[config.mk]
export PLATFORM = sky130hd
export DESIGN_NAME = itra_digit_mem
export DESIGN_NICKNAME = d
export VERILOG_FILES = /design/src/hdl/itra_pkg.sv /design/src/hdl/itra_digit_mem.sv
export SDC_FILE = /design/constraint.sdc
export NUM_CORES = 1
export LEC_CHECK = 0
export BUFFER_PORTS_ARGS = -buffer_cell sky130_fd_sc_hd__buf_2
export CORE_MARGIN = 8
export CORE_UTILIZATION = 35
export CTS_BUF_LIST = sky130_fd_sc_hd__clkbuf_4 sky130_fd_sc_hd__clkbuf_8 sky130_fd_sc_hd__clkbuf_16
export CTS_CLUSTER_DIAMETER = 150
export DETAILED_ROUTE_END_ITERATION = 16
export SETUP_SLACK_MARGIN = 0.5
export SKIP_LAST_GASP = 1
export SLEW_MARGIN = 20
export SYNTH_ARGS = -nofsm -noshare
export SYNTH_HDL_FRONTEND = slang
export SYNTH_SLANG_ARGS = --single-unit
[constraint.sdc]
create_clock -name clk -period 3.1 [get_ports clk]
set_input_delay 0.775 -clock clk [delete_from_list [all_inputs] [get_ports clk]]
set_output_delay 0.775 -clock clk [all_outputs]
set_load 0.03 [all_outputs]
[src/hdl/itra_pkg.sv]
// Shared types, constants and the digit-to-ASCII mapping of the radix text converter.
package itra_pkg;

  localparam int NUMBER_W   = 32;
  localparam int WIDE_W     = 64;
  localparam int RADIX_W    = 6;
  localparam int DIGIT_W    = 6;
  localparam int CHAR_W     = 7;

  localparam logic [RADIX_W-1:0] RADIX_MIN   = 6'd2;
  localparam logic [RADIX_W-1:0] RADIX_MAX   = 6'd36;
  localparam logic [RADIX_W-1:0] RADIX_RESET = 6'd10;
  localparam logic [DIGIT_W-1:0] DEC_DIGITS  = 6'd10;

  localparam logic [CHAR_W-1:0] CHAR_NONE  = 7'h00;
  localparam logic [CHAR_W-1:0] CHAR_MINUS = 7'h2d;
  localparam logic [CHAR_W-1:0] CHAR_ZERO  = 7'h30;
  localparam logic [CHAR_W-1:0] CHAR_A     = 7'h61;

  typedef enum logic [2:0] {
    ST_IDLE,
    ST_DIV,
    ST_SIGN,
    ST_FETCH,
    ST_LOAD,
    ST_EMIT
  } itra_state_t;

  function automatic logic [CHAR_W-1:0] digit_char(input logic [DIGIT_W-1:0] d);
    logic [CHAR_W-1:0] c;
    if (d < DEC_DIGITS) begin
      c = CHAR_ZERO + {1'b0, d};
    end else begin
      c = CHAR_A + {1'b0, d} - {1'b0, DEC_DIGITS};
    end
    return c;
  endfunction

endpackage

[src/hdl/itra_digit_mem.sv]
// Digit store: one write port, one registered read port.
module itra_digit_mem
  import itra_pkg::*;
#(
  parameter int DEPTH = 32,
  parameter int AW    = 5
) (
  input  logic               clk,
  input  logic               we,
  input  logic [AW-1:0]      waddr,
  input  logic [DIGIT_W-1:0] wdata,
  input  logic [AW-1:0]      raddr,
  output logic [DIGIT_W-1:0] rdata
);

  logic [DIGIT_W-1:0] mem [DEPTH];

  always_ff @(posedge clk) begin
    if (we) begin
      mem[waddr] <= wdata;
    end
  end

  always_ff @(posedge clk) begin
    rdata <= mem[raddr];
  end

endmodule
==> run_results.csv, run 1 <==
group,metric,value,unit
outcome,run_status,"completed",
worst_hold_path,min_path_cells,2,
synthesis,synthesized_cell_area,7590,µm²
detailed_routing,detail_route.first_pass.iterations,4,
global_routing,track_usage,12.4,%
synthesis,postSynthNetCount,341,
setup_path,setup.worst_path.start_class,"primary input",
final_layout,multi_input_area,1630,µm²
detailed_routing,detailroute.wirelength.met2,7.61,mm
sta,tightest_slew,0.810,ns
sta,finClkSkew,0.00483,ns
detailed_routing,highest_layer,"met4",
detailed_routing,detailroute.wirelength.met3,832,µm
sta,final.min_clock_period,2.20,ns
setup_path,cpPeakStageDelay,0.58,ns
detailed_routing,via_per_inst,5.13,
setup_path,path_buf_inv,2,
synthesis,yosysMostFrequentCell,"edfxtp_1",
sta,timing.fmax,0.455,GHz
cts,cts_made_buffers,17,
setup_path,timing_worst_setup_path_type,"primary input to flip-flop",
detailed_routing,postRouteAntennaNets,0,
pwr,internal_power,0.00446,W
floorplan,boundaryPins,24,
final_layout,nets,376,
pwr,p_sw,0.00112,W
setup_path,crit_path_max_fanout,24,
final_layout,drive_above_1_share,34.9,%
setup_path,arrival,2.51,ns
pwr,static-leakage-power,2.67,nW
synthesis,seq_area_frac_synth,77.5,%
setup_path,worstSetupEndpointType,"flip-flop",
setup_path,worst-path-stages,5,
final_layout,register_area,5890,µm²
sta,fin_setup_tns,0,ns
setup_path,critical_path.cell_chain,"buf_4 > buf_12 > mux4_2 > mux4_2 > mux2_2",
synthesis,asyncSetResetFlopFracSynth,0,%
detailed_routing,detailedRoute.firstIterationViolations,377,
detailed_routing,routed_wire_length_per_instance,24.0,µm
pwr,p_per_area,644,nW/µm²
setup_path,worstPathRequired,3.41,ns
final_layout,antenna_cells_inserted,0,
global_routing,globalRoute.totalOverflow,0,
sta,grt_setup_unrepaired,"no",
setup_path,slowest_stage,"mux4_2",
synthesis,synth.top_cells.by_count,"edfxtp_1, mux4_2, nor2_1",
sta,slew_headroom,45.8,%
cts,cts_hold_buffers,0,
placed_design,gp_congestion,0.736,
sta,setup_viol,0,
final_layout,area_delta_synth_final,14.3,%
global_routing,grt_antenna_before_repair,0,
cts,clock_latency_reported_for_the_late_side_of_the_worst_skew_pair,0.42,ns
sta,final-max-slew-violation-count,0,
global_routing,grt_pass1_wl,23.6,mm
cts,h-tree-depth,4,
placed_design,port-buffer-count,23,
final_layout,layout.filler_cells,1848,
pwr,sequential_fraction_of_design_power,53.5,%
synthesis,synth_cells,323,
cts,clk_pin_slew_worst_paths,0.07,ns
floorplan,die-area,26700,µm²
cts,cts_num_sinks,198,
placed_design,pre_cts_ws,0.420,ns
sta,final_hold_viol_count,0,
run,number_of_max_cap_violations,0,
detailed_routing,detail_route.drc_violations,0,
detailed_routing,drt_wl_total,15.6,mm
detailed_routing,num_vias,3337,
floorplan,design.core.area,21600,µm²
global_routing,grt_start_max_net_pins,49,
floorplan,die_height,163,µm
synthesis,synth_enable_flop_cells,192,
floorplan,chipWidth,163,µm
synthesis,synth.ff_latch_count,198,
setup_path,cpLargestDelayFamily,"multiplexers",
pwr,swShare,20.1,%
placed_design,hpwlAfterDp,10.0,mm
cts,clock_root_buffer_master,"clkbuf_16",
synthesis,synth_warnings,0,
worst_hold_path,min_path_type,"primary input to flip-flop",
synthesis,synth.area.top_cells,"edfxtp_1, mux4_2, nor2_1",
setup_path,worst_r2r_path_depth,3,
cts,post_cts_resize_count,0,
floorplan,floorplan.rows,54,
sta,post_route_fraction_of_the_period_consumed_by_the_critical_path,70.8,%
final_layout,final_core_utilization,40.3,%
cts,post-cts-setup-buffers,0,
pwr,total_power,0.00558,W
pwr,ir_worst_vdd,0.409,mV
pwr,power.share.combinational,5.3,%
pwr,clk_pwr_share,41.1,%
floorplan,initial_core_util,35.2,%
cts,tritoncts,"done",
global_routing,grt_pass1_vias,3583,
synthesis,yosys.area.top_type,"edfxtp_1",
cts,clock_tree.buffer_depth,2,
detailed_routing,drt-met1-wl,7.00,mm
synthesis,number_of_different_library_cells_in_the_post_synthesis_netlist,14,
synthesis,post-synth-top-area-fraction,76.0,%
synthesis,synth_area_per_cell,23.5,µm²
setup_path,critical-path-top-cell-by-count,"mux4_2",
sta,final_critical_path_setup_slack,0.904,ns
synthesis,synthFlopType,"edfxtp_1",
layout make-up:
type	count	share of cell area [%]
clock buffer	19	5.08
timing repair buffer	30	2.25
clock inverter	12	2.05
tap	280	4.04
multi-input combinational	111	18.7
sequential	198	67.8
registers in the layout, indices dropped and copies added, names as in the netlist:
register,count
mem,192
rdata,6
layer usage:
layer	GRT usage [%]	vias up
met5	0	-
met4	4.17	0
met3	2.39	16
met2	19.0	90
met1	17.3	1799
li1	-	1432
worst paths after layout:
| path | start | to | slack, ns |
|---|---|---|---|
| setup reg to reg | mem[15][4]$_DFFE_PP_ | rdata[4]$_DFF_P_ | 1.29 |
| setup / recovery | raddr[0] | rdata[1]$_DFF_P_ | 0.90 |
| hold / removal | raddr[3] | rdata[4]$_DFF_P_ | 0.76 |
| hold reg to reg | mem[18][0]$_DFFE_PP_ | rdata[0]$_DFF_P_ | 0.91 |
through the flow:
step / std cells / hold slack, ns / cell area [µm²]
after floorplan: 323 / 0.865 / 7590
after global placement: 619 / 0.881 / 8060
after detailed placement: 619 / 0.893 / 8060
after CTS: 650 / 0.755 / 8680
after global routing: 650 / 0.772 / 8680
final: 650 / 0.765 / 8680
power groups by stage:
stage	Sequential [W]	Clock, W	Combinational [W]
floorplan	0.00306	0	0.000160
global placement	0.00305	0	0.000299
detailed placement	0.00305	0	0.000308
CTS	0.00299	0.00232	0.000308
global route	0.00299	0.00243	0.000321
finish	0.00299	0.00230	0.000297
logic make-up (layout without fill, tap and decap cells):
logic type | after synthesis | in the layout | share of synthesized area (%)
muxes | 66 | 66 | 18.7
buffers and inverters | 14 | 61 | 1.02
DFF | 198 | 198 | 77.5
and+or+nand+nor | 45 | 45 | 2.74
placed cells by master, fill, tap and decap left out:
cell,instances
buf_12,2
buf_2,22
buf_4,6
bufinv_16,4
clkbuf_16,17
clkbuf_4,2
clkinv_1,1
clkinv_2,1
clkinv_4,2
clkinvlp_4,3
dfxtp_1,6
edfxtp_1,192
inv_6,1
mux2_2,6
mux4_2,60
nand2_1,1
nand3_1,2
nand3b_1,5
nor2_1,33
or3_1,1
or3b_2,3
Note: power is estimated with default switching activity, not from simulation.
==> run 2: changes to the inputs <==
clock period = 2.3 ns   (was 3.1 ns; I/O delays follow)
==> run 2 against run 1 <==
  * Register-to-register slack worse by 0.80 ns
  * Worst setup slack lost 0.48 ns
  * Combinational power up 63%
  * Worst hold slack got worse by 0.20 ns
  * Cell area up 5.0%
  * Global-route usage is essentially flat
  * Die area stayed put
  * Sequential share of layout area down 3.2 points
  * Critical path depth did not move
  * Utilization grew 2.0 points
  * Power grew 31%
  * Via count increased by 4.1%
  * Largest power group unchanged
==> run_results.csv, run 2 (synthesized netlist as in run 1, its figures left out) <==
group,metric,value,unit
outcome,run_status,"completed",
placed_design,hpwlAfterDp,10.1,mm
setup_path,critical-path-top-cell-by-count,"mux4_2",
global_routing,globalRoute.totalOverflow,0,
global_routing,track_usage,12.4,%
cts,cts_hold_buffers,0,
setup_path,crit_path_max_fanout,6,
run,number_of_max_cap_violations,0,
detailed_routing,drt_wl_total,15.6,mm
floorplan,die-area,26700,µm²
sta,post_route_fraction_of_the_period_consumed_by_the_critical_path,81.4,%
floorplan,design.core.area,21600,µm²
global_routing,use_met2,18.1,%
sta,final_hold_viol_count,0,
sta,final-max-slew-violation-count,0,
floorplan,boundaryPins,24,
floorplan,chipWidth,163,µm
sta,final.min_clock_period,1.87,ns
sta,finClkSkew,0.00722,ns
setup_path,critical_path.cell_chain,"buf_16 > buf_12 > mux4_2 > mux4_2 > mux2_4",
floorplan,initial_core_util,35.2,%
detailed_routing,routed_wire_length_per_instance,22.9,µm
setup_path,worstSetupEndpointType,"flip-flop",
placed_design,gp_congestion,0.752,
cts,cts_num_sinks,198,
cts,tritoncts,"done",
setup_path,timing_worst_setup_path_type,"primary input to flip-flop",
final_layout,largest-register,"mem",
cts,clock_latency_reported_for_the_late_side_of_the_worst_skew_pair,0.43,ns
detailed_routing,detail_route.drc_violations,0,
floorplan,floorplan.rows,54,
global_routing,global_route.usage.met3,3.40,%
global_routing,grt_start_max_net_pins,33,
detailed_routing,detailedRoute.firstIterationViolations,321,
setup_path,setup.worst_path.start_class,"primary input",
pwr,static-leakage-power,2.91,nW
global_routing,grt_use_met1,17.5,%
global_routing,grt_pass1_vias,3577,
final_layout,drive_above_1_share,41.3,%
sta,slew_headroom,56.7,%
cts,h-tree-depth,4,
setup_path,slowest_stage,"mux4_2",
setup_path,cpPeakStageDelay,0.54,ns
cts,cts_made_buffers,17,
final_layout,nets,408,
final_layout,final_common_cell,"edfxtp_1",
cts,clk_pin_slew_worst_paths,0.07,ns
detailed_routing,num_vias,3475,
detailed_routing,via_per_inst,5.10,
sta,grt_setup_unrepaired,"yes",
final_layout,antenna_cells_inserted,0,
pwr,total_power,0.00734,W
pwr,ir_worst_vdd,0.434,mV
setup_path,path_buf_inv,2,
final_layout,layout.filler_cells,1813,
sta,tightest_slew,0.650,ns
detailed_routing,postRouteAntennaNets,0,
sta,holdWs,0.568,ns
setup_path,worstPathRequired,2.62,ns
setup_path,arrival,2.19,ns
worst_hold_path,min_path_type,"primary input to flip-flop",
final_layout,area_delta_synth_final,20.0,%
final_layout,max_ffs_per_register,192,
floorplan,die_height,163,µm
global_routing,globalRoute.busiestLayer,"met2",
final_layout,largest_registers,"mem x192, rdata x6",
sta,setup_viol,0,
placed_design,port-buffer-count,23,
global_routing,grt_pass1_wl,23.7,mm
global_routing,grt_antenna_before_repair,0,
detailed_routing,detail_route.first_pass.iterations,4,
final_layout,layout.cells.most_common_list,"edfxtp_1, mux4_2, buf_4",
cts,clock_tree.buffer_depth,2,
pwr,p_per_area,805,nW/µm²
sta,timing.fmax,0.534,GHz
cts,clock_root_buffer_master,"clkbuf_16",
setup_path,cpLargestDelayFamily,"multiplexers",
run 2: changes by cell type in the layout (fill, tap and decap cells not counted), moves of 5 or more:
cell / previous run / this run
buf_4: 6 / 27
nor2_1: 33 / 25
mux2_4: 0 / 6
mux2_2: 6 / 0
nor2_4: 0 / 5
run 2: path summary, 6_finish.rpt:
path	startpoint	end	slack, ns	depth (start not counted)
setup reg to reg	mem[28][2]$_DFFE_PP_	rdata[2]$_DFF_P_	0.49	3
setup / recovery	raddr[0]	rdata[1]$_DFF_P_	0.43	5
hold / removal	raddr[3]	rdata[3]$_DFF_P_	0.57	2
hold reg to reg	mem[30][3]$_DFFE_PP_	rdata[3]$_DFF_P_	0.91	3
run 2: metrics by stage:
stage | utilization [%] | area, µm² | setup TNS, ns | cells | setup slack [ns]
after global routing | 42.3 | 9110 | 0 | 682 | 0.437
after floorplan | - | 7670 | 0 | 323 | 0.144
final | 42.3 | 9110 | 0 | 682 | 0.428
after CTS | 41.9 | 9020 | 0 | 679 | 0.408
after detailed placement | 38.7 | 8350 | -0.805 | 645 | -0.160
after global placement | 38.7 | 8350 | -0.745 | 645 | -0.144
run 2: final cells by class:
cell class / count / area [µm²] / share of cell area (%)
clock buffer: 17 / 425 / 4.67
clock inverter: 14 / 134 / 1.47
multi-input combinational: 111 / 1690 / 18.6
sequential: 198 / 5890 / 64.6
tap: 280 / 350 / 3.85
timing repair buffer: 62 / 621 / 6.81
run 2: where the power goes:
| group | internal (W) | switching (W) | total, W |
|---|---|---|---|
| clock network | 0.00158 | 0.00124 | 0.00282 |
| registers | 0.00401 | 0.0000191 | 0.00403 |
| logic | 0.000227 | 0.000257 | 0.000484 |
run 2: what timing repair did:
| item | CTS | global route |
|---|---|---|
| setup endpoints to repair | 6 | 6 |
| pin swaps | 0 | 0 |
| gates resized for setup | 11 | 3 |
| cloned | 3 | 3 |
| setup buffers | 0 | 0 |
run 2: layer usage:
metal | vias up | wire length [µm]
li1 | 1508 | -
met1 | 1846 | 6770
met2 | 106 | 7340
met3 | 15 | 1240
met4 | 0 | 285
met5 | - | 0
==> run 3: changes to the inputs <==
clock period = 1.61 ns   (was 2.3 ns; I/O delays follow)
==> run 3 against run 2 <==
  * The run now ends with setup timing left
  * Cell area up 2.1%
  * Cell count down 1.5%
  * Clock power up 46%
  * First-iteration DRC count down 1.9%
==> run_results.csv, run 3 (synthesized netlist as in run 1, its figures left out) <==
group,metric,value,unit
sta,tightest_slew,0.369,ns
placed_design,numPlacedInstances,637,
final_layout,register_area,5890,µm²
final_layout,nets,397,
setup_path,cpPeakStageDelay,0.53,ns
setup_path,critical_path.cell_chain,"mux4_2 > mux4_2 > mux2_4",
cts,clock_tree.buffer_depth,2,
setup_path,arrival,2.13,ns
floorplan,design.core.area,21600,µm²
final_layout,layout.cells.most_common_list,"edfxtp_1, mux4_2, nor2_4",
floorplan,initial_core_util,35.2,%
setup_path,slowest_stage,"mux4_2",
outcome,violated_checks,"setup timing",
sta,slew_headroom,75.4,%
sta,final-max-slew-violation-count,0,
floorplan,die_height,163,µm
final_layout,drive_above_1_share,49.7,%
setup_path,critical-path-top-cell-by-count,"mux4_2",
global_routing,grt_pass1_vias,3651,
pwr,swShare,20.8,%
worst_hold_path,min_path_type,"primary input to flip-flop",
detailed_routing,drt_wl_total,15.4,mm
run,number_of_max_cap_violations,0,
final_layout,final_common_cell,"edfxtp_1",
cts,clock_latency_reported_for_the_late_side_of_the_worst_skew_pair,0.43,ns
cts,clk_pin_slew_worst_paths,0.07,ns
cts,tritoncts,"done",
floorplan,chipWidth,163,µm
outcome,run_status,"complete, but fails checks",
placed_design,pre_cts_ws,-0.641,ns
setup_path,timing_worst_setup_path_type,"flip-flop to flip-flop",
sta,final_hold_viol_count,0,
pwr,clk_pwr_share,38.8,%
pwr,p_sw,0.00222,W
global_routing,globalRoute.totalOverflow,0,
final_layout,largest_registers,"mem x192, rdata x6",
pwr,ir_worst_vdd,0.784,mV
sta,grt_setup_unrepaired,"yes",
setup_path,worstSetupEndpointType,"flip-flop",
final_layout,final_core_utilization,43.1,%
sta,timing.fmax,0.549,GHz
setup_path,crit_path_max_fanout,1,
placed_design,gp_congestion,0.751,
setup_path,setup.worst_path.start_class,"flip-flop",
sta,fin_setup_tns,-1.08,ns
floorplan,floorplan.rows,54,
final_layout,max_ffs_per_register,192,
detailed_routing,postRouteAntennaNets,0,
global_routing,grt_antenna_before_repair,0,
placed_design,port-buffer-count,23,
detailed_routing,routed_wire_length_per_instance,23.0,µm
sta,finClkSkew,0.00652,ns
cts,cts_num_sinks,198,
final_layout,layout.filler_cells,1796,
detailed_routing,num_vias,3349,
sta,setup_viol,6,
setup_path,worstPathRequired,1.92,ns
detailed_routing,detailedRoute.firstIterationViolations,315,
cts,cts_made_buffers,17,
detailed_routing,detail_route.first_pass.iterations,4,
cts,clock_root_buffer_master,"clkbuf_16",
final_layout,area_delta_synth_final,22.5,%
pwr,sequential_fraction_of_design_power,54.1,%
pwr,power.share.combinational,7.1,%
pwr,static-leakage-power,2.86,nW
pwr,p_per_area,1150,nW/µm²
global_routing,track_usage,12.2,%
final_layout,layout.cells.non_filler,672,
detailed_routing,via_per_inst,4.98,
sta,final_critical_path_setup_slack,-0.213,ns
sta,final.min_clock_period,1.82,ns
sta,holdWs,0.389,ns
floorplan,boundaryPins,24,
cts,h-tree-depth,4,
final_layout,multi_input_area,1930,µm²
floorplan,die-area,26700,µm²
sta,post_route_fraction_of_the_period_consumed_by_the_critical_path,113,%
pwr,internal_power,0.00843,W
global_routing,grt_pass1_wl,23.2,mm
placed_design,hpwlAfterDp,10.6,mm
detailed_routing,detail_route.drc_violations,0,
final_layout,antenna_cells_inserted,0,
global_routing,grt_start_max_net_pins,33,
final_layout,largest-register,"mem",
-- run 3: cell types whose count changed in the layout (fill, tap and decap cells not counted), sizes merged --
cell and change:
bufinv -1, clkinv -3, buf -7, clkbuf +1
-- run 3: path summary, 6_finish.rpt --
| check | start | end | slack, ns | cells after the start |
|---|---|---|---|---|
| max | mem[21][0]$_DFFE_PP_ | rdata[0]$_DFF_P_ | -0.21 | 3 |
| min | raddr[3] | rdata[4]$_DFF_P_ | 0.39 | 2 |
| max reg2reg | mem[21][0]$_DFFE_PP_ | rdata[0]$_DFF_P_ | -0.21 | 3 |
| min reg2reg | mem[8][4]$_DFFE_PP_ | rdata[4]$_DFF_P_ | 0.92 | 3 |
-- run 3: worst max-delay path, delay by kind of cell (launching register included) --
kind / cells / cell delay [ns]
flip-flops: 1 / 0.37
multiplexers: 3 / 1.34
-- run 3: metrics by stage --
stage               cell area, µm²  power (W)
CTS                           9260     0.0107
floorplan                     7930    0.00627
global route                  9300     0.0109
finish                        9300     0.0107
global placement              8540    0.00656
detailed placement            8540    0.00657
-- run 3: layout make-up --
class / instances / area share, %
clock buffers: 22 / 5.32
clock inverters: 10 / 1.01
multi-input cells: 111 / 20.8
flip-flops and latches: 198 / 63.4
well taps: 280 / 3.77
repair buffers: 51 / 5.76
-- run 3: what timing repair did --
action | 4_1_cts | 5_1_grt
pin swaps | 8 | 4
hold endpoints to repair | 0 | 0
setup endpoints to repair | 150 | 123
hold buffers | 0 | 0
resized for setup | 34 | 10
setup buffers | 3 | 0
-- run 3: power by group through the flow --
stage	Combinational (W)	Sequential [W]	Clock (W)
4_1_cts	0.000756	0.00576	0.00418
2_1_floorplan	0.000368	0.00590	0
6_report	0.000754	0.00576	0.00413
3_5_place_dp	0.000705	0.00587	0
3_3_place_gp	0.000693	0.00587	0
5_1_grt	0.000802	0.00577	0.00436
-- run 3: metal layers --
metal	track usage, %	wire (µm)
met4	5.00	231
met2	18.4	7310
met5	0	0
met3	2.49	708
met1	17.1	7190
