`config.mk`:
```
export PLATFORM = sky130hd
export DESIGN_NAME = itra_divider
export DESIGN_NICKNAME = d
export VERILOG_FILES = /design/src/hdl/itra_pkg.sv /design/src/hdl/itra_divider.sv
export SDC_FILE = /design/constraint.sdc
export NUM_CORES = 1
export LEC_CHECK = 0
export BUFFER_PORTS_ARGS = -buffer_cell sky130_fd_sc_hd__buf_2
export CELL_PAD_IN_SITES_DETAIL_PLACEMENT = 2
export CELL_PAD_IN_SITES_GLOBAL_PLACEMENT = 2
export CORE_ASPECT_RATIO = 1.1
export CORE_MARGIN = 2
export CORE_UTILIZATION = 32
export CTS_CLUSTER_SIZE = 30
export DETAILED_ROUTE_END_ITERATION = 10
export HOLD_SLACK_MARGIN = 0.08
export PLACE_DENSITY_LB_ADDON = 0.1
export SLEW_MARGIN = 20
export SYNTH_ARGS = -nofsm -noshare
export SYNTH_HDL_FRONTEND = slang
export SYNTH_SLANG_ARGS = --single-unit
export TNS_END_PERCENT = 10
```
`constraint.sdc`:
```
create_clock -name clk -period 2.3 [get_ports clk]
set_input_delay 0.46 -clock clk [delete_from_list [all_inputs] [get_ports clk]]
set_output_delay 0.46 -clock clk [all_outputs]
set_load 0.05 [all_outputs]
```
`src/hdl/itra_pkg.sv`:
```
// Shared types, constants and the digit-to-ASCII mapping of the radix text converter.
package itra_pkg;

  localparam int NUMBER_W   = 32;
  localparam int WIDE_W     = 64;
  localparam int RADIX_W    = 6;
  localparam int DIGIT_W    = 6;
  localparam int CHAR_W     = 7;

  localparam logic [RADIX_W-1:0] RADIX_MIN   = 6'd2;
  localparam logic [RADIX_W-1:0] RADIX_MAX   = 6'd36;
  localparam logic [RADIX_W-1:0] RADIX_RESET = 6'd10;
  localparam logic [DIGIT_W-1:0] DEC_DIGITS  = 6'd10;

  localparam logic [CHAR_W-1:0] CHAR_NONE  = 7'h00;
  localparam logic [CHAR_W-1:0] CHAR_MINUS = 7'h2d;
  localparam logic [CHAR_W-1:0] CHAR_ZERO  = 7'h30;
  localparam logic [CHAR_W-1:0] CHAR_A     = 7'h61;

  typedef enum logic [2:0] {
    ST_IDLE,
    ST_DIV,
    ST_SIGN,
    ST_FETCH,
    ST_LOAD,
    ST_EMIT
  } itra_state_t;

  function automatic logic [CHAR_W-1:0] digit_char(input logic [DIGIT_W-1:0] d);
    logic [CHAR_W-1:0] c;
    if (d < DEC_DIGITS) begin
      c = CHAR_ZERO + {1'b0, d};
    end else begin
      c = CHAR_A + {1'b0, d} - {1'b0, DEC_DIGITS};
    end
    return c;
  endfunction

endpackage

```
`src/hdl/itra_divider.sv`:
```
// Shared restoring divider: one quotient bit per cycle, small radix divisor.
module itra_divider
  import itra_pkg::*;
#(
  parameter int W = 32
) (
  input  logic               clk,
  input  logic               rst,
  input  logic               start,
  input  logic [W-1:0]       dividend,
  input  logic [RADIX_W-1:0] divisor,
  output logic               busy,
  output logic               done,
  output logic [W-1:0]       quotient,
  output logic [DIGIT_W-1:0] remainder
);

  localparam int CNT_W = $clog2(W + 1);

  logic [CNT_W-1:0]   cnt;
  logic [RADIX_W-1:0] dvsr;
  logic [W-1:0]       quot;
  logic [DIGIT_W-1:0] rem;
  logic [DIGIT_W:0]   trial;
  logic [DIGIT_W:0]   diff;
  logic               fits;

  assign trial = {rem, quot[W-1]};
  assign fits  = trial >= {1'b0, dvsr};
  assign diff  = trial - {1'b0, dvsr};

  always_ff @(posedge clk) begin
    if (rst) begin
      cnt  <= '0;
      done <= 1'b0;
    end else if (start) begin
      cnt  <= CNT_W'(W);
      done <= 1'b0;
    end else begin
      done <= (cnt == CNT_W'(1));
      if (cnt != '0) begin
        cnt <= cnt - CNT_W'(1);
      end
    end
  end

  always_ff @(posedge clk) begin
    if (start) begin
      quot <= dividend;
      rem  <= '0;
      dvsr <= divisor;
    end else if (cnt != '0) begin
      quot <= {quot[W-2:0], fits};
      rem  <= fits ? diff[DIGIT_W-1:0] : trial[DIGIT_W-1:0];
    end
  end

  assign busy      = (cnt != '0);
  assign quotient  = quot;
  assign remainder = rem;

endmodule

```
==> results of run 1 <==
==> kinds of logic (layout without fill, tap and decap cells) <==
family	after synthesis	after routing	share of synthesized area [%]
AO/OA/AOI/OAI	22	22	6.729
XOR/XNOR	7	7	2.536
adder cells (fa/ha/maj)	10	10	5.487
buffers and inverters	19	106	3.054
flip-flops	51	51	57.97
multiplexers	35	35	16.10
AND/OR/NAND/NOR	40	40	8.127
==> report_power, final <==
part | switching, W | internal, W
Clock | 0.000305 | 0.000213
Combinational | 0.00140 | 0.000594
Sequential | 0.000160 | 0.00131
Total | 0.00187 | 0.00212
==> registers in the layout (all words and copies together) (netlist names) <==
register / count
remainder: 6
quotient: 32
dvsr: 6
cnt: 6
done: 1
==> metal layers <==
layer,part of all wire [%],vias to the layer above,track usage (%)
li1,-,845,-
met1,43,863,18.62
met2,51,47,25.13
met3,5.8,2,4.675
met4,0.48,0,4.297
met5,0,-,0
==> cell type report <==
class	count	area (µm²)	area share [%]
flip-flops and latches	51	1401	46.07
multi-input cells	114	943.4	31.02
repair buffers	86	457.9	15.06
well taps	87	108.9	3.579
clock buffers	6	72.57	2.386
inverters	12	45.04	1.481
clock inverters	2	12.51	0.4114
==> through the flow <==
| stage | utilization, % | area [µm²] | total power [W] | cells | setup slack (ns) |
|---|---|---|---|---|---|
| floorplan | - | 2417 | 0.002999 | 184 | 0.08932 |
| global placement | 39.99 | 2955 | 0.003485 | 350 | 0.3433 |
| finish | 41.15 | 3042 | 0.003982 | 358 | 0.2116 |
| CTS | 41.14 | 3040 | 0.004057 | 358 | 0.08684 |
| detailed placement | 39.99 | 2955 | 0.003514 | 350 | 0.2666 |
| global route | 41.15 | 3042 | 0.004252 | 358 | 0.07911 |
==> cells in the final DEF, fill, tap and decap left out, drive strengths merged, types with 4 or more instances in the layout <==
master / synthesis / final
inv: 12 / 12
dfxtp: 13 / 13
ha: 9 / 9
a21oi: 9 / 9
nand2: 5 / 5
mux2i: 4 / 4
edfxtp: 38 / 38
xnor2: 4 / 4
a211oi: 4 / 4
buf: 2 / 86
nor2: 16 / 16
nor3: 6 / 6
clkbuf: 5 / 6
mux2: 31 / 31
==> path summary, 6_finish.rpt <==
kind	from	end	cells after the start	slack (ns)
hold reg to reg	remainder[5]	remainder[5]	2	0.56
setup / recovery	cnt[1]	busy	5	0.21
setup reg to reg	quotient[31]	remainder[3]	7	0.26
hold / removal	divisor[0]	dvsr[0]	1	0.33
==> worst register-to-register path: stages (launching register included) <==
cell      delay (ns)
edfxtp_1        0.43
inv_1           0.11
ha_1            0.25
nand2b_1        0.15
a211o_1         0.32
a21oi_4         0.33
mux2i_1         0.14
a211oi_1        0.23
==> key figures, run 1 <==
Outcome
  – Outcome: finished, final reports clean

Synthesis
  – Post-synth EDFFs: 38
  – Mean Syn Cell Area: about 13 µm²
  – Cells after Synth: ~180
  – Area leader, netlist: edfxtp_1
  – Share of the synthesized area in the top cell type: 47.20%
  – Synth cell types: 34
  – Net Count, Synth: roughly 240
  – Synth Register Bits: 51
  – Syn. warnings: 0
  – Synthesized area: ~0.0024 mm²
  – Post-synth ARST share: 0%
  – Main synth FF type: edfxtp_1
  – Top post-synthesis cells by count: 38 x edfxtp_1, 31 x mux2_2, 16 x nor2_1
  – Largest cells by area after synthesis: edfxtp_1 47%, mux2_2 14%, dfxtp_1 11%, ha_1 4.7%, nor2_1 2.5%
  – Seq/Total Area, Yosys: 57.97%
  – Top-count cell post-synth: edfxtp_1

Finish
  – # fillers: about 800
  – Layout cells sized above 1: between 40% and 50%
  – Area grow syn2layout: 25.83%
  – Final net count: 321
  – Diodes inserted: 0

Clock tree
  – Sink Count: around 50
  – Worst skew pair latency: roughly 0.30 ns
  – CTS root buf: clkbuf_8
  – CTS tree: done
  – CTS-repair resized insts: 0
  – Post-CTS Hold Fix Bufs: 0
  – # Post-CTS Setup Buffers: 0
  – Clock transition at the registers of the reported paths: roughly 0.10 ns
  – Htree depth: 2
  – Total CTS buffers: 5
  – Max clock buf depth: 2

Placement
  – Detail Placement HPWL: 4429 µm
  – Port bufs: 80
  – Final Wtd Congestion: 0.6942

Job
  – Max Cap Viol: 0

Global routing
  – Vias in the first global route: roughly 1800
  – GRT Resource Usage Total: around 15%
  – First-pass GRT wire length: 9473 µm
  – Pin count of the biggest net entering global routing: 23
  – GR Overflow Total: 0
  – Antenna violations before repair: 0

Worst setup path
  – CP endpoint kind: output pin
  – Slowest CP cell: dfxtp_1
  – Buf/Inv on CP: 3
  – Setup crit start kind: register
  – CP Cell Sequence: inv_1 -> ha_1 -> and2_2 -> inv_1 -> buf_2
  – Crit path max-delay family: buffers and inverters
  – Crit path max fanout: 8
  – Worst endpoint required time: approximately 1.8 ns
  – Setup CP Type: register to output pin
  – Max stage delay on crit path: ~0.38 ns
  – CP most frequent cell: inv_1
  – Critical path arrival: between 1.5 and 2 ns

Power and ir drop
  – Worst vdd ir: about 0.5 mV
  – LEAKAGE: between 1 and 1.5 nW
  – Pwr dens: between 1000 and 1500 mW/mm²

Detailed routing
  – Vias: between 1500 and 2000
  – Iter 0 DRT Violations: 44
  – Drt first pass iters: 4
  – Post-Route WL: 5836 µm
  – Antenna viol nets, final: 0
  – Routed wire per std cell: between 15 and 20 µm
  – DR vias/cell: a little under 5
  – Residual DRC: 0

STA
  – Final min period: about 2.1 ns
  – Final worst path period share: 90.80%
  – Worst clock skew: around 0.0037 ns
  – Fin Setup TNS: 0 ns
  – RSZ-0062 raised after global routing: false
  – Max frequency: approximately 0.48 GHz
  – Final setup fails: 0
  – Relative slew slack: approximately three quarters
  – Measured slew at the worst slew-check pin: between 0.3 and 0.4 ns
  – Final hold slack: 0.3295 ns
  – Fin. Hold Viols: 0
  – Max-slew violations: 0

Die
  – Die height: 95.16 µm
  – Core Rows: 33
  – Die W: approximately 87 µm
  – # IOs: 81
  – Initial Util: between 30 and 40%
  – Die area: 0.008266 mm²
  – Area of the core: between 0.007 and 0.008 mm²

Hold path
  – Hold Crit Class: input port to register
(Power assumes the default switching activity.)
==> run 2: changes to the inputs <==
- CORE_MARGIN: 2 -> unset
==> run 2 against run 1 <==
The run now ends with DRC left. Largest power group unchanged. First-iteration DRC count unchanged. Global-route usage is 0.93 points higher. Count of clock-buffer cells in the layout is 1 lower. Sequential power hardly changed.
==> key figures, run 2 (synthesized netlist as in run 1, its figures left out) <==
Outcome
  – Outcome: complete, but fails checks
  – Failing checks: DRC

Global routing
  – Pin count of the biggest net entering global routing: 24 (+4.3%)
  – Antenna violations before repair: 0 (unchanged)
  – Vias in the first global route: 1933 (+4.8%)
  – GR Overflow Total: 0 (unchanged)
  – First-pass GRT wire length: 9673 µm (+2.1%)
  – GRT Resource Usage Total: 15.95% (+0.93 points)

STA
  – Max-slew violations: 0 (unchanged)
  – Fin Setup TNS: 0 ns (unchanged)
  – Measured slew at the worst slew-check pin: 0.3781 ns (+0.02157 ns)
  – RSZ-0062 raised after global routing: false
  – Setup ws final: 0.2108 ns (-0.0007560 ns)
  – Final hold slack: 0.3203 ns (-0.009155 ns)
  – Max frequency: 0.4787 GHz (about the same)
  – Fin. Hold Viols: 0 (unchanged)
  – Worst clock skew: 0.007122 ns (+0.003406 ns)
  – Relative slew slack: 74.74% (-1.4 points)
  – Final setup fails: 0 (unchanged)
  – Final min period: 2.089 ns (+0.0007560 ns)
  – Final worst path period share: 90.83% (about the same)

Placement
  – Final Wtd Congestion: 0.7330 (+5.6%)
  – Port bufs: 80 (unchanged)
  – Placement Setup Slack: 0.2667 ns (+0.0001400 ns)
  – Dpl cells: 348 (-0.57%)
  – Detail Placement HPWL: 4543 µm (+2.6%)

Die
  – Die area: 0.007906 mm² (-4.4%)
  – # IOs: 81 (unchanged)
  – Core Rows: 32 (-3.0%)
  – Die W: 84.87 µm (-2.3%)
  – Die height: 93.16 µm (-2.1%)
  – Area of the core: 0.007167 mm² (-3.0%)
  – Initial Util: 33.73% (+1.0 points)

Worst setup path
  – Reg2Reg Setup Slack: 0.25 ns (about the same)
  – Slowest CP cell: dfxtp_1
  – CP Cell Sequence: inv_1 -> ha_1 -> and2_2 -> inv_1 -> buf_2
  – Max stage delay on crit path: 0.38 ns (about the same)
  – Setup CP Type: register to output pin
  – CP most frequent cell: inv_1
  – Worst endpoint required time: 1.84 ns (about the same)
  – Crit path from: cnt[1]
  – Reg2reg start: quotient[31]
  – Setup crit start kind: register
  – Critical path arrival: 1.63 ns (about the same)
  – CP endpoint kind: output pin
  – Crit path max fanout: 8 (unchanged)
  – R2R depth: 7 (unchanged)

Detailed routing
  – Drt first pass iters: 7 (+3)
  – Post-Route WL: 5874 µm (+0.65%)
  – DR vias/cell: 4.910 (about the same)
  – Iter 0 DRT Violations: 44 (unchanged)
  – Vias: 1748 (-0.51%)
  – Antenna viol nets, final: 0 (unchanged)
  – Residual DRC: 3 (+3)
  – Routed wire per std cell: 16.50 µm (+1.2%)

Clock tree
  – Max clock buf depth: 2 (unchanged)
  – Worst skew pair latency: 0.31 ns (about the same)
  – Clock transition at the registers of the reported paths: 0.10 ns (about the same)
  – CTS root buf: clkbuf_8
  – Post-CTS Hold Fix Bufs: 0 (unchanged)
  – Total CTS buffers: 5 (unchanged)
  – Htree depth: 2 (unchanged)
  – # Post-CTS Setup Buffers: 0 (unchanged)
  – CTS-repair resized insts: 0 (unchanged)
  – CTS tree: done
  – Sink Count: 51 (unchanged)

Finish
  – Area grow syn2layout: 26.50%
  – Register area: 0.001401 mm² (unchanged)
  – Max reg flops: 32 (unchanged)
  – Commonest non-fill, non-tap cell in the layout: buf_2
  – # fillers: 746 (-5.6%)
  – Area of the multi-input gates: 943.4 µm² (unchanged)
  – Diodes inserted: 0 (unchanged)
  – Final net count: 321 (unchanged)
  – Leading cell types in the layout, fill and taps excluded: 80 x buf_2, 38 x edfxtp_1, 31 x mux2_2, 16 x nor2_1, 13 x dfxtp_1
  – Layout cells sized above 1: 47.97% (+0.37 points)
  – Non-Filler Instances: 356 (-0.56%)

Power and ir drop
  – Worst vdd ir: 0.5750 mV (+17%)
  – Power Total: 0.004103 W (+3.0%)
  – Pwr dens: 1342 mW/mm² (+2.5%)
  – LEAKAGE: 1.344 nW (+1.2%)

Hold path
  – WHS Path Cells: 1 (unchanged)
  – Hold Crit Class: input port to register
  – Min-delay src: divisor[5]

Job
  – Max Cap Viol: 0 (unchanged)
[run 2: changes by cell type in the layout (fill, tap and decap cells not counted)]
| cell | before | now |
|---|---|---|
| bufinv_16 | 0 | 1 |
| clkbuf_1 | 1 | 0 |
| buf_4 | 5 | 6 |
| clkinvlp_2 | 1 | 0 |
| clkinvlp_4 | 1 | 0 |
| clkinv_4 | 0 | 1 |
| inv_6 | 0 | 1 |
| buf_12 | 1 | 0 |
[run 2: cell type report]
cell class / count / area share [%]
clock buffers: 5 / 2.250
well taps: 85 / 3.478
flip-flops and latches: 51 / 45.83
repair buffers: 86 / 14.57
clock inverters: 3 / 1.555
inverters: 12 / 1.473
multi-input cells: 114 / 30.85
[run 2: final timing paths]
path / endpoint
max: busy
min: dvsr[5]
max reg2reg: remainder[1]
min reg2reg: remainder[4]
[run 2: through the flow]
step | util [%] | area [µm²]
floorplan | - | 2417
global placement | 41.03 | 2940
global route | 42.67 | 3058
finish | 42.67 | 3058
CTS | 42.65 | 3057
detailed placement | 41.03 | 2940
[run 2: worst max-delay path: cells and delay by family (launching register included)]
family        cells  cell delay [ns]
simple gates      1             0.26
fa+ha+maj         1             0.24
buf+inv           3             0.44
flops             1             0.38
[run 2: per-layer routing]
metal,up-vias,share of wire [%],GRT usage (%)
met1,853,41,17.97
met4,0,1.0,4.237
li1,843,-,-
met5,-,0,0
met3,8,5.5,4.590
met2,44,53,29.40
[run 2: power breakdown]
| part | leakage (nW) | internal, W | switching [W] |
|---|---|---|---|
| clock | 0.0587 | 0.000330 | 0.000319 |
| combinational | 0.790 | 0.000582 | 0.00141 |
| sequential | 0.495 | 0.00131 | 0.000155 |
==> run 3: changes to the inputs <==
- CAP_MARGIN: unset -> 20
- PLACE_DENSITY: unset -> 0.86
- PLACE_DENSITY_LB_ADDON: 0.1 -> unset
==> run 3 against run 2 <==
The run now ends clean. Largest cell class unchanged. Final cell count fell by 0.84%. Routed wire length rose by 12%. Die area did not move. Register-to-register slack got worse by 0.02 ns. Clock skew fell by 0.0032 ns. Fmax fell by 1.1%. Global-route usage rose by 1.5 points. Flip-flop and latch count did not move.
==> key figures, run 3 (synthesized netlist as in run 1, its figures left out) <==
Outcome
  – Outcome: finished, final reports clean

Worst setup path
  – Setup CP Type: register to output pin
  – RR Endpoint: remainder[4]
  – CP Cell Sequence: inv_1 -> ha_1 -> and2_2 -> inv_1 -> buf_2
  – Setup crit start kind: register
  – Buf/Inv on CP: 3 (unchanged)
  – Max stage delay on crit path: 0.39 ns (about the same)
  – Reg2Reg Setup Slack: 0.23 ns (-0.02 ns)
  – Crit path max-delay family: buffers and inverters
  – Crit path max fanout: 8 (unchanged)
  – CP endpoint kind: output pin
  – Slowest CP cell: dfxtp_1
  – Worst endpoint required time: 1.84 ns (about the same)
  – Reg2reg start: quotient[31]
  – CP Depth: 5 (unchanged)
  – CP most frequent cell: inv_1
  – R2R depth: 7 (unchanged)
  – Critical path arrival: 1.65 ns (+0.02 ns)

Hold path
  – WHS Endpoint: dvsr[5]
  – Min-delay src: divisor[5]
  – Hold Crit Class: input port to register
  – WHS Path Cells: 1 (unchanged)

STA
  – Measured slew at the worst slew-check pin: 0.4177 ns (+0.03960 ns)
  – Setup ws final: 0.1878 ns (-0.02303 ns)
  – Final min period: 2.112 ns (+0.02303 ns)
  – Final setup fails: 0 (unchanged)
  – Max-slew violations: 0 (unchanged)
  – RSZ-0062 raised after global routing: false
  – Fin Setup TNS: 0 ns (unchanged)
  – Worst clock skew: 0.003935 ns (-0.003187 ns)
  – Final worst path period share: 91.84% (+1.0 points)
  – Max frequency: 0.4734 GHz (-1.1%)
  – Relative slew slack: 71.86% (-2.9 points)
  – Final hold slack: 0.3266 ns (+0.006264 ns)
  – Fin. Hold Viols: 0 (unchanged)

Detailed routing
  – DR vias/cell: 4.986 (+1.5%)
  – Drt first pass iters: 6 (-1)
  – Antenna viol nets, final: 0 (unchanged)
  – Iter 0 DRT Violations: 70 (+59%)
  – Residual DRC: 0 (-3)
  – Vias: 1760 (+0.69%)
  – Routed wire per std cell: 18.56 µm (+12%)
  – Post-Route WL: 6550 µm (+12%)

Placement
  – Detail Placement HPWL: 4721 µm (+3.9%)
  – Final Wtd Congestion: 0.7574 (+3.3%)
  – Port bufs: 80 (unchanged)
  – Placement Setup Slack: 0.2391 ns (-0.02762 ns)

Clock tree
  – Sink Count: 51 (unchanged)
  – Max clock buf depth: 2 (unchanged)
  – Htree depth: 2 (unchanged)
  – CTS tree: done
  – # Post-CTS Setup Buffers: 0 (unchanged)
  – CTS root buf: clkbuf_8
  – Total CTS buffers: 5 (unchanged)
  – Worst skew pair latency: 0.30 ns (about the same)
  – Clock transition at the registers of the reported paths: 0.10 ns (about the same)

Finish
  – Leading cell types in the layout, fill and taps excluded: 80 x buf_2, 38 x edfxtp_1, 31 x mux2_2, 16 x nor2_1, 13 x dfxtp_1
  – Diodes inserted: 0 (unchanged)
  – Area grow syn2layout: 26.45% (about the same)
  – Final net count: 318 (-0.93%)
  – Layout cells sized above 1: 47.39% (-0.58 points)
  – # fillers: 731 (-2.0%)
  – Max reg flops: 32 (unchanged)
  – Area of the multi-input gates: 943.4 µm² (unchanged)
  – Commonest non-fill, non-tap cell in the layout: buf_2
  – Register area: 0.001401 mm² (unchanged)

Power and ir drop
  – Power Total: 0.004157 W (+1.3%)
  – LEAKAGE: 1.340 nW (-0.31%)
  – Pwr dens: 1360 mW/mm² (+1.4%)
  – Worst vdd ir: 0.6074 mV (+5.6%)

Die
  – Die height: 93.16 µm (unchanged)
  – Die W: 84.87 µm (unchanged)
  – Area of the core: 0.007167 mm² (unchanged)
  – Core Rows: 32 (unchanged)
  – Die area: 0.007906 mm² (unchanged)
  – Initial Util: 33.73% (unchanged)
  – # IOs: 81 (unchanged)

Global routing
  – Grt met3 use: 5.649% (+1.1 points)
  – GRT Max-Usage Layer: met2
  – First-pass GRT wire length: 10380 µm (+7.3%)
  – Met2 global-route usage: 34.49% (+5.1 points)
  – Pin count of the biggest net entering global routing: 49 (+100%)
  – Global Route met1 Usage: 17.45% (-0.52 points)
  – Antenna violations before repair: 0 (unchanged)
  – GRT Resource Usage Total: 17.43% (+1.5 points)
  – Vias in the first global route: 2001 (+3.5%)
  – GR Overflow Total: 0 (unchanged)

Job
  – Max Cap Viol: 0 (unchanged)
==> run 3: cell types whose count changed in the layout (fill, tap and decap cells not counted), sizes merged <==
cell    change
inv         -1
buf         -3
clkinv      +1
==> run 3: area by class of cell <==
| class | count | share of cell area (%) |
|---|---|---|
| Clock buffer | 5 | 2.251 |
| Clock inverter | 3 | 1.433 |
| Sequential cell | 51 | 45.85 |
| Tap cell | 85 | 3.479 |
| Timing Repair Buffer | 83 | 14.65 |
| Multi-Input combinational cell | 114 | 30.86 |
| Inverter | 12 | 1.474 |
==> run 3: repair_timing <==
action | CTS | global route
endpoints found under the setup margin | 0 | 1
resized for setup | 0 | 1
hold buffers | 0 | 0
endpoints found under the hold margin | 0 | 0
==> run 3: where the power goes <==
part | switching [W] | internal (W)
Sequential | 0.000171 | 0.00131
Combinational | 0.00145 | 0.000591
Clock | 0.000312 | 0.000325
==> run 3: worst max-delay path by stage <==
stage,slack (ns),endpoint,start
after floorplan,0.09,remainder[1],quotient[31]
after global placement,0.36,remainder[1],quotient[31]
after detailed placement,0.24,remainder[3],quotient[31]
after CTS,0.07,busy,cnt[5]
after global routing,0.03,busy,cnt[5]
final,0.19,busy,cnt[1]
==> run 3: metrics by stage <==
step | instances | cell area, µm² | utilization (%)
after floorplan | 184 | 2417 | -
after global placement | 345 | 2943 | 41.06
after detailed placement | 345 | 2943 | 41.06
after CTS | 353 | 3055 | 42.63
after global routing | 353 | 3057 | 42.65
final | 353 | 3057 | 42.65
==> run 3: metal layers <==
metal | vias up | share of wire (%) | wire (µm)
met4 | 0 | 0.67 | 44
li1 | 840 | - | -
met2 | 60 | 55 | 3608
met1 | 854 | 37 | 2427
met5 | - | 0 | 0
met3 | 6 | 7.2 | 469
